`config.mk`:
```
export PLATFORM = sky130hd
export DESIGN_NAME = button_click_long_press_detector_unit
export DESIGN_NICKNAME = d
export VERILOG_FILES = /design/src/hw/rtl/bclp_pkg.sv /design/src/hw/rtl/button_click_long_press_detector_unit.sv /design/src/hw/rtl/bclp_cfg_regs.sv /design/src/hw/rtl/bclp_fsm.sv
export VERILOG_INCLUDE_DIRS = /design/src /design/src/hw/rtl
export SDC_FILE = /design/constraint.sdc
export NUM_CORES = 1
export LEC_CHECK = 0
export BUFFER_PORTS_ARGS = -buffer_cell sky130_fd_sc_hd__buf_2
export CAP_MARGIN = 20
export CORE_MARGIN = 10
export CORE_UTILIZATION = 30
export CTS_CLUSTER_SIZE = 28
export DETAILED_ROUTE_END_ITERATION = 16
export GPL_TIMING_DRIVEN = 0
export HOLD_SLACK_MARGIN = 0.12
export PLACE_DENSITY = 0.49
export SYNTH_ARGS = -nofsm -noshare
export SYNTH_HDL_FRONTEND = slang
export SYNTH_HIERARCHICAL = 1
export SYNTH_SLANG_ARGS = --single-unit
```
`constraint.sdc`:
```
create_clock -name i_clk -period 10.8 [get_ports i_clk]
set_clock_uncertainty 0.05 [all_clocks]
set_input_delay 1.62 -clock i_clk [delete_from_list [all_inputs] [get_ports i_clk]]
set_output_delay 1.62 -clock i_clk [all_outputs]
set_load 0.03 [all_outputs]
```
`src/hw/rtl/button_click_long_press_detector_unit_macros.svh`:
```
// ----------------------------------------------------------------------------
// Button click / long-press detector assertion macros
// Shared concurrent assertion forms, clocked on the rising edge and
// disabled while reset is asserted.
// ----------------------------------------------------------------------------
`ifndef BUTTON_CLICK_LONG_PRESS_DETECTOR_UNIT_MACROS_SVH
`define BUTTON_CLICK_LONG_PRESS_DETECTOR_UNIT_MACROS_SVH

// Same-cycle implication.
`define BCLP_ASSERT_NOW(label, clk, rst_n, ante, cons) \
    label: assert property (@(posedge clk) disable iff (!(rst_n)) (ante) |-> (cons)) \
        else $error("bclp assertion failed");

// Next-cycle implication.
`define BCLP_ASSERT_NEXT(label, clk, rst_n, ante, cons) \
    label: assert property (@(posedge clk) disable iff (!(rst_n)) (ante) |=> (cons)) \
        else $error("bclp assertion failed");

`endif

```
`src/hw/rtl/bclp_pkg.sv`:
```
// ----------------------------------------------------------------------------
// Button click / long-press detector package
// Beat types, configuration types, register indexes and state codes.
// ----------------------------------------------------------------------------
package bclp_pkg;

    localparam int CFG_IDX_W  = 4;
    localparam int CFG_DATA_W = 16;

    localparam logic [CFG_IDX_W-1:0] CFG_DEBOUNCE   = 4'd0;
    localparam logic [CFG_IDX_W-1:0] CFG_LONG_PRESS = 4'd1;
    localparam logic [CFG_IDX_W-1:0] CFG_CLICK      = 4'd2;
    localparam logic [CFG_IDX_W-1:0] CFG_BUTTON_ID  = 4'd3;

    localparam logic [15:0] DEBOUNCE_RST   = 16'd20;
    localparam logic [15:0] LONG_PRESS_RST = 16'd650;
    localparam logic [15:0] CLICK_RST      = 16'd260;
    localparam logic [7:0]  BUTTON_ID_RST  = 8'd0;

    localparam logic [2:0] ST_IDLE          = 3'd0;
    localparam logic [2:0] ST_PRESSED       = 3'd1;
    localparam logic [2:0] ST_RELEASED      = 3'd2;
    localparam logic [2:0] ST_LONG_PRESSED  = 3'd3;
    localparam logic [2:0] ST_LONG_RELEASED = 3'd4;
    localparam logic [2:0] ST_CLICKED       = 3'd5;

    typedef struct packed {
        logic        pin_level;
        logic [31:0] now_ms;
    } t_in_beat;

    typedef struct packed {
        logic [2:0]  button_state;
        logic        state_changed;
        logic [7:0]  changed_identifier;
        logic        is_pressed;
        logic [31:0] hold_ms;
    } t_out_beat;

    typedef struct packed {
        logic [15:0] debounce_ms;
        logic [15:0] long_press_ms;
        logic [15:0] click_ms;
        logic [7:0]  button_identifier;
    } t_cfg;

endpackage

```
`src/hw/rtl/button_click_long_press_detector_unit.sv`:
```
// ----------------------------------------------------------------------------
// Button click / long-press detector
// Debounces polls of an active-low button and classifies presses as
// clicks, presses, releases and long presses.
// ----------------------------------------------------------------------------
// Each input beat is one poll of the pin with its millisecond timestamp and
// yields exactly one result beat: it passes through the input register and
// then the result register, with the debounce check and state update between
// them. The block sustains one poll per cycle while the output is not
// stalled. Configuration writes are taken at once and must only be
// issued while no poll is in flight.
module button_click_long_press_detector_unit (
    input  logic                             i_clk,
    input  logic                             i_rst_n,
    input  logic                             i_in_valid,
    output logic                             o_in_stall,
    input  bclp_pkg::t_in_beat               i_in_data,
    output logic                             o_out_valid,
    input  logic                             i_out_stall,
    output bclp_pkg::t_out_beat              o_out_data,
    input  logic                             i_cfg_valid,
    output logic                             o_cfg_ready,
    input  logic [bclp_pkg::CFG_IDX_W-1:0]   i_cfg_index,
    input  logic [bclp_pkg::CFG_DATA_W-1:0]  i_cfg_data
);
    import bclp_pkg::*;

    `include "button_click_long_press_detector_unit_macros.svh"

    t_cfg      cfg;
    t_in_beat  r_in;
    logic      r_in_valid;
    t_out_beat r_out;
    logic      r_out_valid;
    t_out_beat result;
    logic      adv;
    logic      in_take;

    assign o_cfg_ready = 1'b1;

    bclp_cfg_regs u_cfg (
        .i_clk      (i_clk),
        .i_rst_n    (i_rst_n),
        .i_wr_en    (i_cfg_valid),
        .i_wr_index (i_cfg_index),
        .i_wr_data  (i_cfg_data),
        .o_cfg      (cfg)
    );

    bclp_fsm u_fsm (
        .i_clk    (i_clk),
        .i_rst_n  (i_rst_n),
        .i_step   (adv),
        .i_beat   (r_in),
        .i_cfg    (cfg),
        .o_result (result)
    );

    assign adv        = r_in_valid && (!r_out_valid || !i_out_stall);
    assign o_in_stall = r_in_valid && r_out_valid && i_out_stall;
    assign in_take    = i_in_valid && !o_in_stall;

    always_ff @(posedge i_clk) begin
        if (!i_rst_n) begin
            r_in_valid  <= 1'b0;
            r_out_valid <= 1'b0;
        end else begin
            if (in_take) begin
                r_in_valid <= 1'b1;
            end else if (adv) begin
                r_in_valid <= 1'b0;
            end
            if (adv) begin
                r_out_valid <= 1'b1;
            end else if (!i_out_stall) begin
                r_out_valid <= 1'b0;
            end
        end
    end

    always_ff @(posedge i_clk) begin
        if (in_take) begin
            r_in <= i_in_data;
        end
        if (adv) begin
            r_out <= result;
        end
    end

    assign o_out_valid = r_out_valid;
    assign o_out_data  = r_out;

    `BCLP_ASSERT_NEXT(a_step_fills_out, i_clk, i_rst_n, adv, r_out_valid)
    `BCLP_ASSERT_NEXT(a_held_poll_kept, i_clk, i_rst_n, o_in_stall, r_in_valid)
    `BCLP_ASSERT_NOW(a_no_event_no_id, i_clk, i_rst_n,
        o_out_valid && !o_out_data.state_changed, o_out_data.changed_identifier == 8'd0)
    `BCLP_ASSERT_NOW(a_state_code_legal, i_clk, i_rst_n,
        o_out_valid, o_out_data.button_state <= ST_CLICKED)

endmodule

```
`src/hw/rtl/bclp_cfg_regs.sv`:
```
// ----------------------------------------------------------------------------
// Button detector configuration registers
// Holds the debounce, long-press and click times and the button identifier.
// ----------------------------------------------------------------------------
module bclp_cfg_regs (
    input  logic                             i_clk,
    input  logic                             i_rst_n,
    input  logic                             i_wr_en,
    input  logic [bclp_pkg::CFG_IDX_W-1:0]   i_wr_index,
    input  logic [bclp_pkg::CFG_DATA_W-1:0]  i_wr_data,
    output bclp_pkg::t_cfg                   o_cfg
);
    import bclp_pkg::*;

    t_cfg r_cfg;

    always_ff @(posedge i_clk) begin
        if (!i_rst_n) begin
            r_cfg.debounce_ms       <= DEBOUNCE_RST;
            r_cfg.long_press_ms     <= LONG_PRESS_RST;
            r_cfg.click_ms          <= CLICK_RST;
            r_cfg.button_identifier <= BUTTON_ID_RST;
        end else if (i_wr_en) begin
            case (i_wr_index)
                CFG_DEBOUNCE:   r_cfg.debounce_ms       <= i_wr_data;
                CFG_LONG_PRESS: r_cfg.long_press_ms     <= i_wr_data;
                CFG_CLICK:      r_cfg.click_ms          <= i_wr_data;
                CFG_BUTTON_ID:  r_cfg.button_identifier <= i_wr_data[7:0];
                default: begin
                end
            endcase
        end
    end

    assign o_cfg = r_cfg;

endmodule

```
`src/hw/rtl/bclp_fsm.sv`:
```
// ----------------------------------------------------------------------------
// Button detector debounce and state machine
// Holds the debounce and press state and forms the result beat of one poll.
// ----------------------------------------------------------------------------
module bclp_fsm (
    input  logic                i_clk,
    input  logic                i_rst_n,
    input  logic                i_step,
    input  bclp_pkg::t_in_beat  i_beat,
    input  bclp_pkg::t_cfg      i_cfg,
    output bclp_pkg::t_out_beat o_result
);
    import bclp_pkg::*;

    typedef enum logic [2:0] {
        S_IDLE          = ST_IDLE,
        S_PRESSED       = ST_PRESSED,
        S_RELEASED      = ST_RELEASED,
        S_LONG_PRESSED  = ST_LONG_PRESSED,
        S_LONG_RELEASED = ST_LONG_RELEASED,
        S_CLICKED       = ST_CLICKED
    } t_fsm_state;

    t_fsm_state  r_state;
    t_fsm_state  n_state;
    t_fsm_state  r_reported;
    logic        r_last_level;
    logic [31:0] r_last_change;
    logic [31:0] r_press_start;
    logic [31:0] n_press_start;
    logic [31:0] r_elapsed;
    logic [31:0] n_elapsed;

    logic        pressed;
    logic        level_chg;
    logic        advance;
    logic        changed;
    logic [31:0] since_change;
    logic [31:0] hold_now;

    assign pressed      = ~i_beat.pin_level;
    assign level_chg    = pressed != r_last_level;
    assign since_change = i_beat.now_ms - r_last_change;
    assign hold_now     = i_beat.now_ms - r_press_start;
    assign advance      = !level_chg && (since_change > {16'd0, i_cfg.debounce_ms});

    always_comb begin
        n_state       = r_state;
        n_press_start = r_press_start;
        n_elapsed     = r_elapsed;
        if (advance) begin
            case (r_state)
                S_IDLE: begin
                    if (pressed) begin
                        n_state       = S_PRESSED;
                        n_press_start = i_beat.now_ms;
                        n_elapsed     = 32'd0;
                    end
                end
                S_PRESSED: begin
                    if (pressed) begin
                        n_elapsed = hold_now;
                        if (hold_now > {16'd0, i_cfg.long_press_ms}) begin
                            n_state = S_LONG_PRESSED;
                        end
                    end else if (hold_now < {16'd0, i_cfg.click_ms}) begin
                        n_state = S_CLICKED;
                    end else begin
                        n_state = S_RELEASED;
                    end
                end
                S_RELEASED, S_LONG_RELEASED: begin
                    if (pressed) begin
                        n_state       = S_PRESSED;
                        n_press_start = i_beat.now_ms;
                    end else begin
                        n_state = S_IDLE;
                    end
                end
                S_LONG_PRESSED: begin
                    if (!pressed) begin
                        n_state = S_LONG_RELEASED;
                    end
                end
                default: begin
                    n_state = S_IDLE;
                end
            endcase
        end
    end

    assign changed = advance && (n_state != r_reported);

    always_comb begin
        o_result.button_state       = n_state;
        o_result.state_changed      = changed;
        o_result.changed_identifier = changed ? i_cfg.button_identifier : 8'd0;
        o_result.is_pressed         = pressed;
        o_result.hold_ms            = n_elapsed;
    end

    always_ff @(posedge i_clk) begin
        if (!i_rst_n) begin
            r_state       <= S_IDLE;
            r_reported    <= S_IDLE;
            r_last_level  <= 1'b0;
            r_last_change <= 32'd0;
            r_press_start <= 32'd0;
            r_elapsed     <= 32'd0;
        end else if (i_step) begin
            r_state       <= n_state;
            r_press_start <= n_press_start;
            r_elapsed     <= n_elapsed;
            if (changed) begin
                r_reported <= n_state;
            end
            if (level_chg) begin
                r_last_level  <= pressed;
                r_last_change <= i_beat.now_ms;
            end
        end
    end

endmodule
```
==> impl_results.md <==
- Global-route wire length before repair: 64.27 mm
- Post-synth ARST share: 0%
- Initial DRC count: 716
- Via/cell ratio: 4.973
- Final Routed Wirelength: 40.63 mm
- Clock Pin Slew Worst Setup and Hold Paths: 0.06 ns
- CTS max path bufs: 3
- Site Rows: 79
- Port bufs: 104
- Min-Delay Path Depth: 2
- DR DRC count: 0
- Hold_ws: 0.4021 ns
- Pwr/cell area: 146.4 nW/um^2
- Xor/xnor share of the synthesized area: 3.288%
- Post-synth EDFFs: 78
- Core area: 46560 sq um
- Max cap viols: 0
- Final worst path period need: 6.766 ns
- Pleak: 6.228 nW
- Final-report hold violation count: 0
- Die Ht: 236.9 um
- Largest family of logic cells by synthesized area: compound AO/OA/AOI/OAI gates
- HPWL Detailed: 32.07 mm
- Synthesized cell area: 14120 sq um
- Pin count of the biggest net entering global routing: 30
- Clock sink total: 239
- Slew Limit Fails: 0
- Crit Path Category: register to register
- Hold_sp: u_fsm/r_last_change[24]$_SDFFE_PN0P_
- Vias in the first global route: 11618
- Nets@finish: 1905
- Simple-gate area share of the yosys netlist: 16.49%
- Mapped Cells: 1598
- Worst rel slew slack: 40.19%
- IO Pins: 106
- Worst-Margin Slew: 0.8897 ns
- Total CTS buffers: 29
- Slowest stage cell, crit path: a222oi_1
- CTS tree: yes
- Layout cells sized above 1: 11.21%
- Initial antenna violation count: 0
- Status: finished, final reports clean
- Mux contribution to synthesized area: 6.674%
- Initial core utilization: 30.32%
- Total Power: 2.407 mW
- Compound-cell area share of the yosys netlist: 18.27%
- Post-synthesis sequential area ratio: 39.43%
- Worst-path fanout max: 9
- Period utilization: 62.65%
- #FFs+latches synth: 239
- Routed Antenna Nets: 0
- Resize count post-CTS: 0
- Post-Synth Adder-Cell Area: 9.945%
- Endpoint class of the critical path: register
- Post-place setup slack: 4.087 ns
- Ant. Diodes: 0
- Setup bufs post-CTS: 0
- Worst Reg-to-Reg Cells: 23
- Netlist cell types: 88
- Post-Syn Nets: 1767
- Wire length per cell: 17.18 um
- Total track usage: 14.05%
- CP required: 11.18 ns
- Filler instances: 4810
- Final setup violation count: 0
- Worst r2r src: r_in[0]$_DFFE_PP_
- Worst EP arrival: 7.15 ns
- Syn_area_per_cell: 8.834 sq um
- Die Area: 56130 sq um
- Die X: 236.9 um
- Min-Delay Path Class: register to register
- YS warnings: 6
- DP Area: 15450 sq um
- Worst Setup Slack, final: 4.034 ns
- RSZ-0062 raised after global routing: no
- Cell Chain, Critical Path: inv_1, ha_1, inv_1, fa_1, a211oi_1, o21a_1, a21o_1, and2_1, xnor2_1, ha_1, nand2_1, nor2_1, a211oi_1, nor2_1, o41ai_1, o211ai_1, nor4_1, nand4_1, a22o_1, a222oi_1, xor2_1, a21oi_2, and2_1
- Synth Flop Type: dfxtp_1
- H-Tree Level Count: 1
- GPL Wtd Cong: 0.8624
- WHS Endpoint: u_fsm/r_last_change[24]$_SDFFE_PN0P_
- Clk_lat worst skew: 0.57 ns
- Max incr delay on CP: 0.71 ns
- Count of hold-fix buffers inserted at cts: 0
- F_max: 147.8 MHz
- Total number of vias: 11762
- Root buffer cell: clkbuf_16
- Grt ovf: 0
- Storage cell area: 5565 sq um
- Reg-to-reg endpoint: o_out_data[37]$_DFFE_PP_
- Max VDD drop: 111.1 uV
- Setup TNS: 0 ns
- Layout area overhead: 16.50%
- Crit start category: register
- Area occupied by multi-input gates: 7739 sq um
- 1st-pass router iterations: 5
- Post-route cell area: 16450 sq um
- Worst R2R Setup Slack: 4.03 ns
-- logic make-up (layout without fill, tap and decap cells) --
group,Yosys count,count (layout)
muxes,94,94
adders and majority gates,111,111
AOI/OAI and AO/OA,392,392
DFF,239,239
buffers and inverters,203,363
other,1,1
and+or+nand+nor,505,505
xor gates and xnor gates,53,53
-- stage by stage --
stage	utilization, %	cells
global route	35.32	2365
global placement	33.07	2309
finish	35.32	2365
detailed placement	33.20	2311
floorplan	-	1598
CTS	35.31	2364
-- power by group --
group | switching (mW) | internal [mW]
clock network | 0.401 | 0.614
registers | 0.0214 | 0.955
logic | 0.266 | 0.150
total | 0.689 | 1.72
-- worst max-delay path by stage --
| stage | start | end | slack, ns | cells past startpoint |
|---|---|---|---|---|
| 2_1_floorplan | i_out_stall | u_fsm/r_press_start[1]$_SDFFE_PN0P_ | 3.71 | 6 |
| 3_3_place_gp | i_out_stall | u_fsm/r_press_start[7]$_SDFFE_PN0P_ | 0.51 | 7 |
| 3_5_place_dp | r_in[0]$_DFFE_PP_ | o_out_data[33]$_DFFE_PP_ | 4.09 | 23 |
| 4_1_cts | r_in[0]$_DFFE_PP_ | o_out_data[38]$_DFFE_PP_ | 4.04 | 23 |
| 5_1_grt | r_in[0]$_DFFE_PP_ | o_out_data[34]$_DFFE_PP_ | 3.68 | 23 |
| 6_report | r_in[0]$_DFFE_PP_ | o_out_data[37]$_DFFE_PP_ | 4.03 | 23 |
-- layer usage --
metal  GRT usage, %  vias up  share of wire [%]
met2          23.32      220                 46
met4          4.169        0                2.4
met3          2.235       52                4.6
met5              0        -                  0
li1               -     5956                  -
met1          18.36     5534                 47
-- registers in the layout, indices dropped and copies added, names as in the netlist --
| signal | count |
|---|---|
| o_out_data | 45 |
| o_out_valid | 1 |
| r_in | 33 |
| r_in_valid | 1 |
| u_cfg/o_cfg | 56 |
| u_fsm/r_elapsed | 32 |
| u_fsm/r_last_change | 32 |
| u_fsm/r_last_level | 1 |
| u_fsm/r_press_start | 32 |
| u_fsm/r_reported | 3 |
| u_fsm/r_state | 3 |
-- worst max-delay path: cells and delay by family (launching register included) --
kind                       cells  cell delay (ns)
AOI/OAI and AO/OA              9             3.39
xor gates and xnor gates       2             0.36
adders and majority gates      3             0.89
buffers and inverters          2             0.24
DFF                            1             0.50
and+or+nand+nor                7             1.19
-- synth_stat cells, drive strengths merged (18+ instances only) --
cell    number  area (sq um)
edfxtp      78          2342
nand4       27         175.2
nand3       19         95.09
a21oi      132         664.4
xnor2       35         306.5
nor2       131         491.7
ha         109          1364
clkbuf      46         173.9
o21ai       60         300.3
a22oi       27         202.7
a22o        27         237.7
inv        132         495.5
dfxtp      161          3223
a21o        25         187.7
xor2        18         157.7
buf         25         161.4
o21a        18         135.1
mux2i       93         930.9
nor3        21         105.1
nor2b       20         125.1
nand2      215         807.0
-- layout make-up --
type | instances | share of cell area (%)
buffer | 71 | 2.039
clock buffer | 34 | 4.527
tap | 607 | 4.618
inverter | 132 | 3.013
timing repair buffer | 107 | 3.439
sequential | 239 | 33.84
clock inverter | 19 | 1.468
multi-input combinational | 1156 | 47.06
-- placed cells by master (no fill, tap or decap), types with 8 or more instances in the layout --
cell,n
o211ai_1,17
a22o_1,26
inv_1,131
nor2b_1,19
xor2_1,18
clkbuf_16,29
clkbuf_1,50
a22oi_1,27
nor2_1,131
a211oi_1,13
mux2i_1,93
and2_1,16
nand2b_1,8
dfxtp_1,161
o21a_1,18
nand2_1,215
buf_2,118
edfxtp_1,78
a31oi_1,8
or3_1,11
o21ai_0,56
ha_1,109
nor3_1,21
nand3_1,19
a21o_1,25
nand4_1,26
a21oi_1,131
xnor2_1,35
No activity file was read; power rests on OpenSTA's default activity.
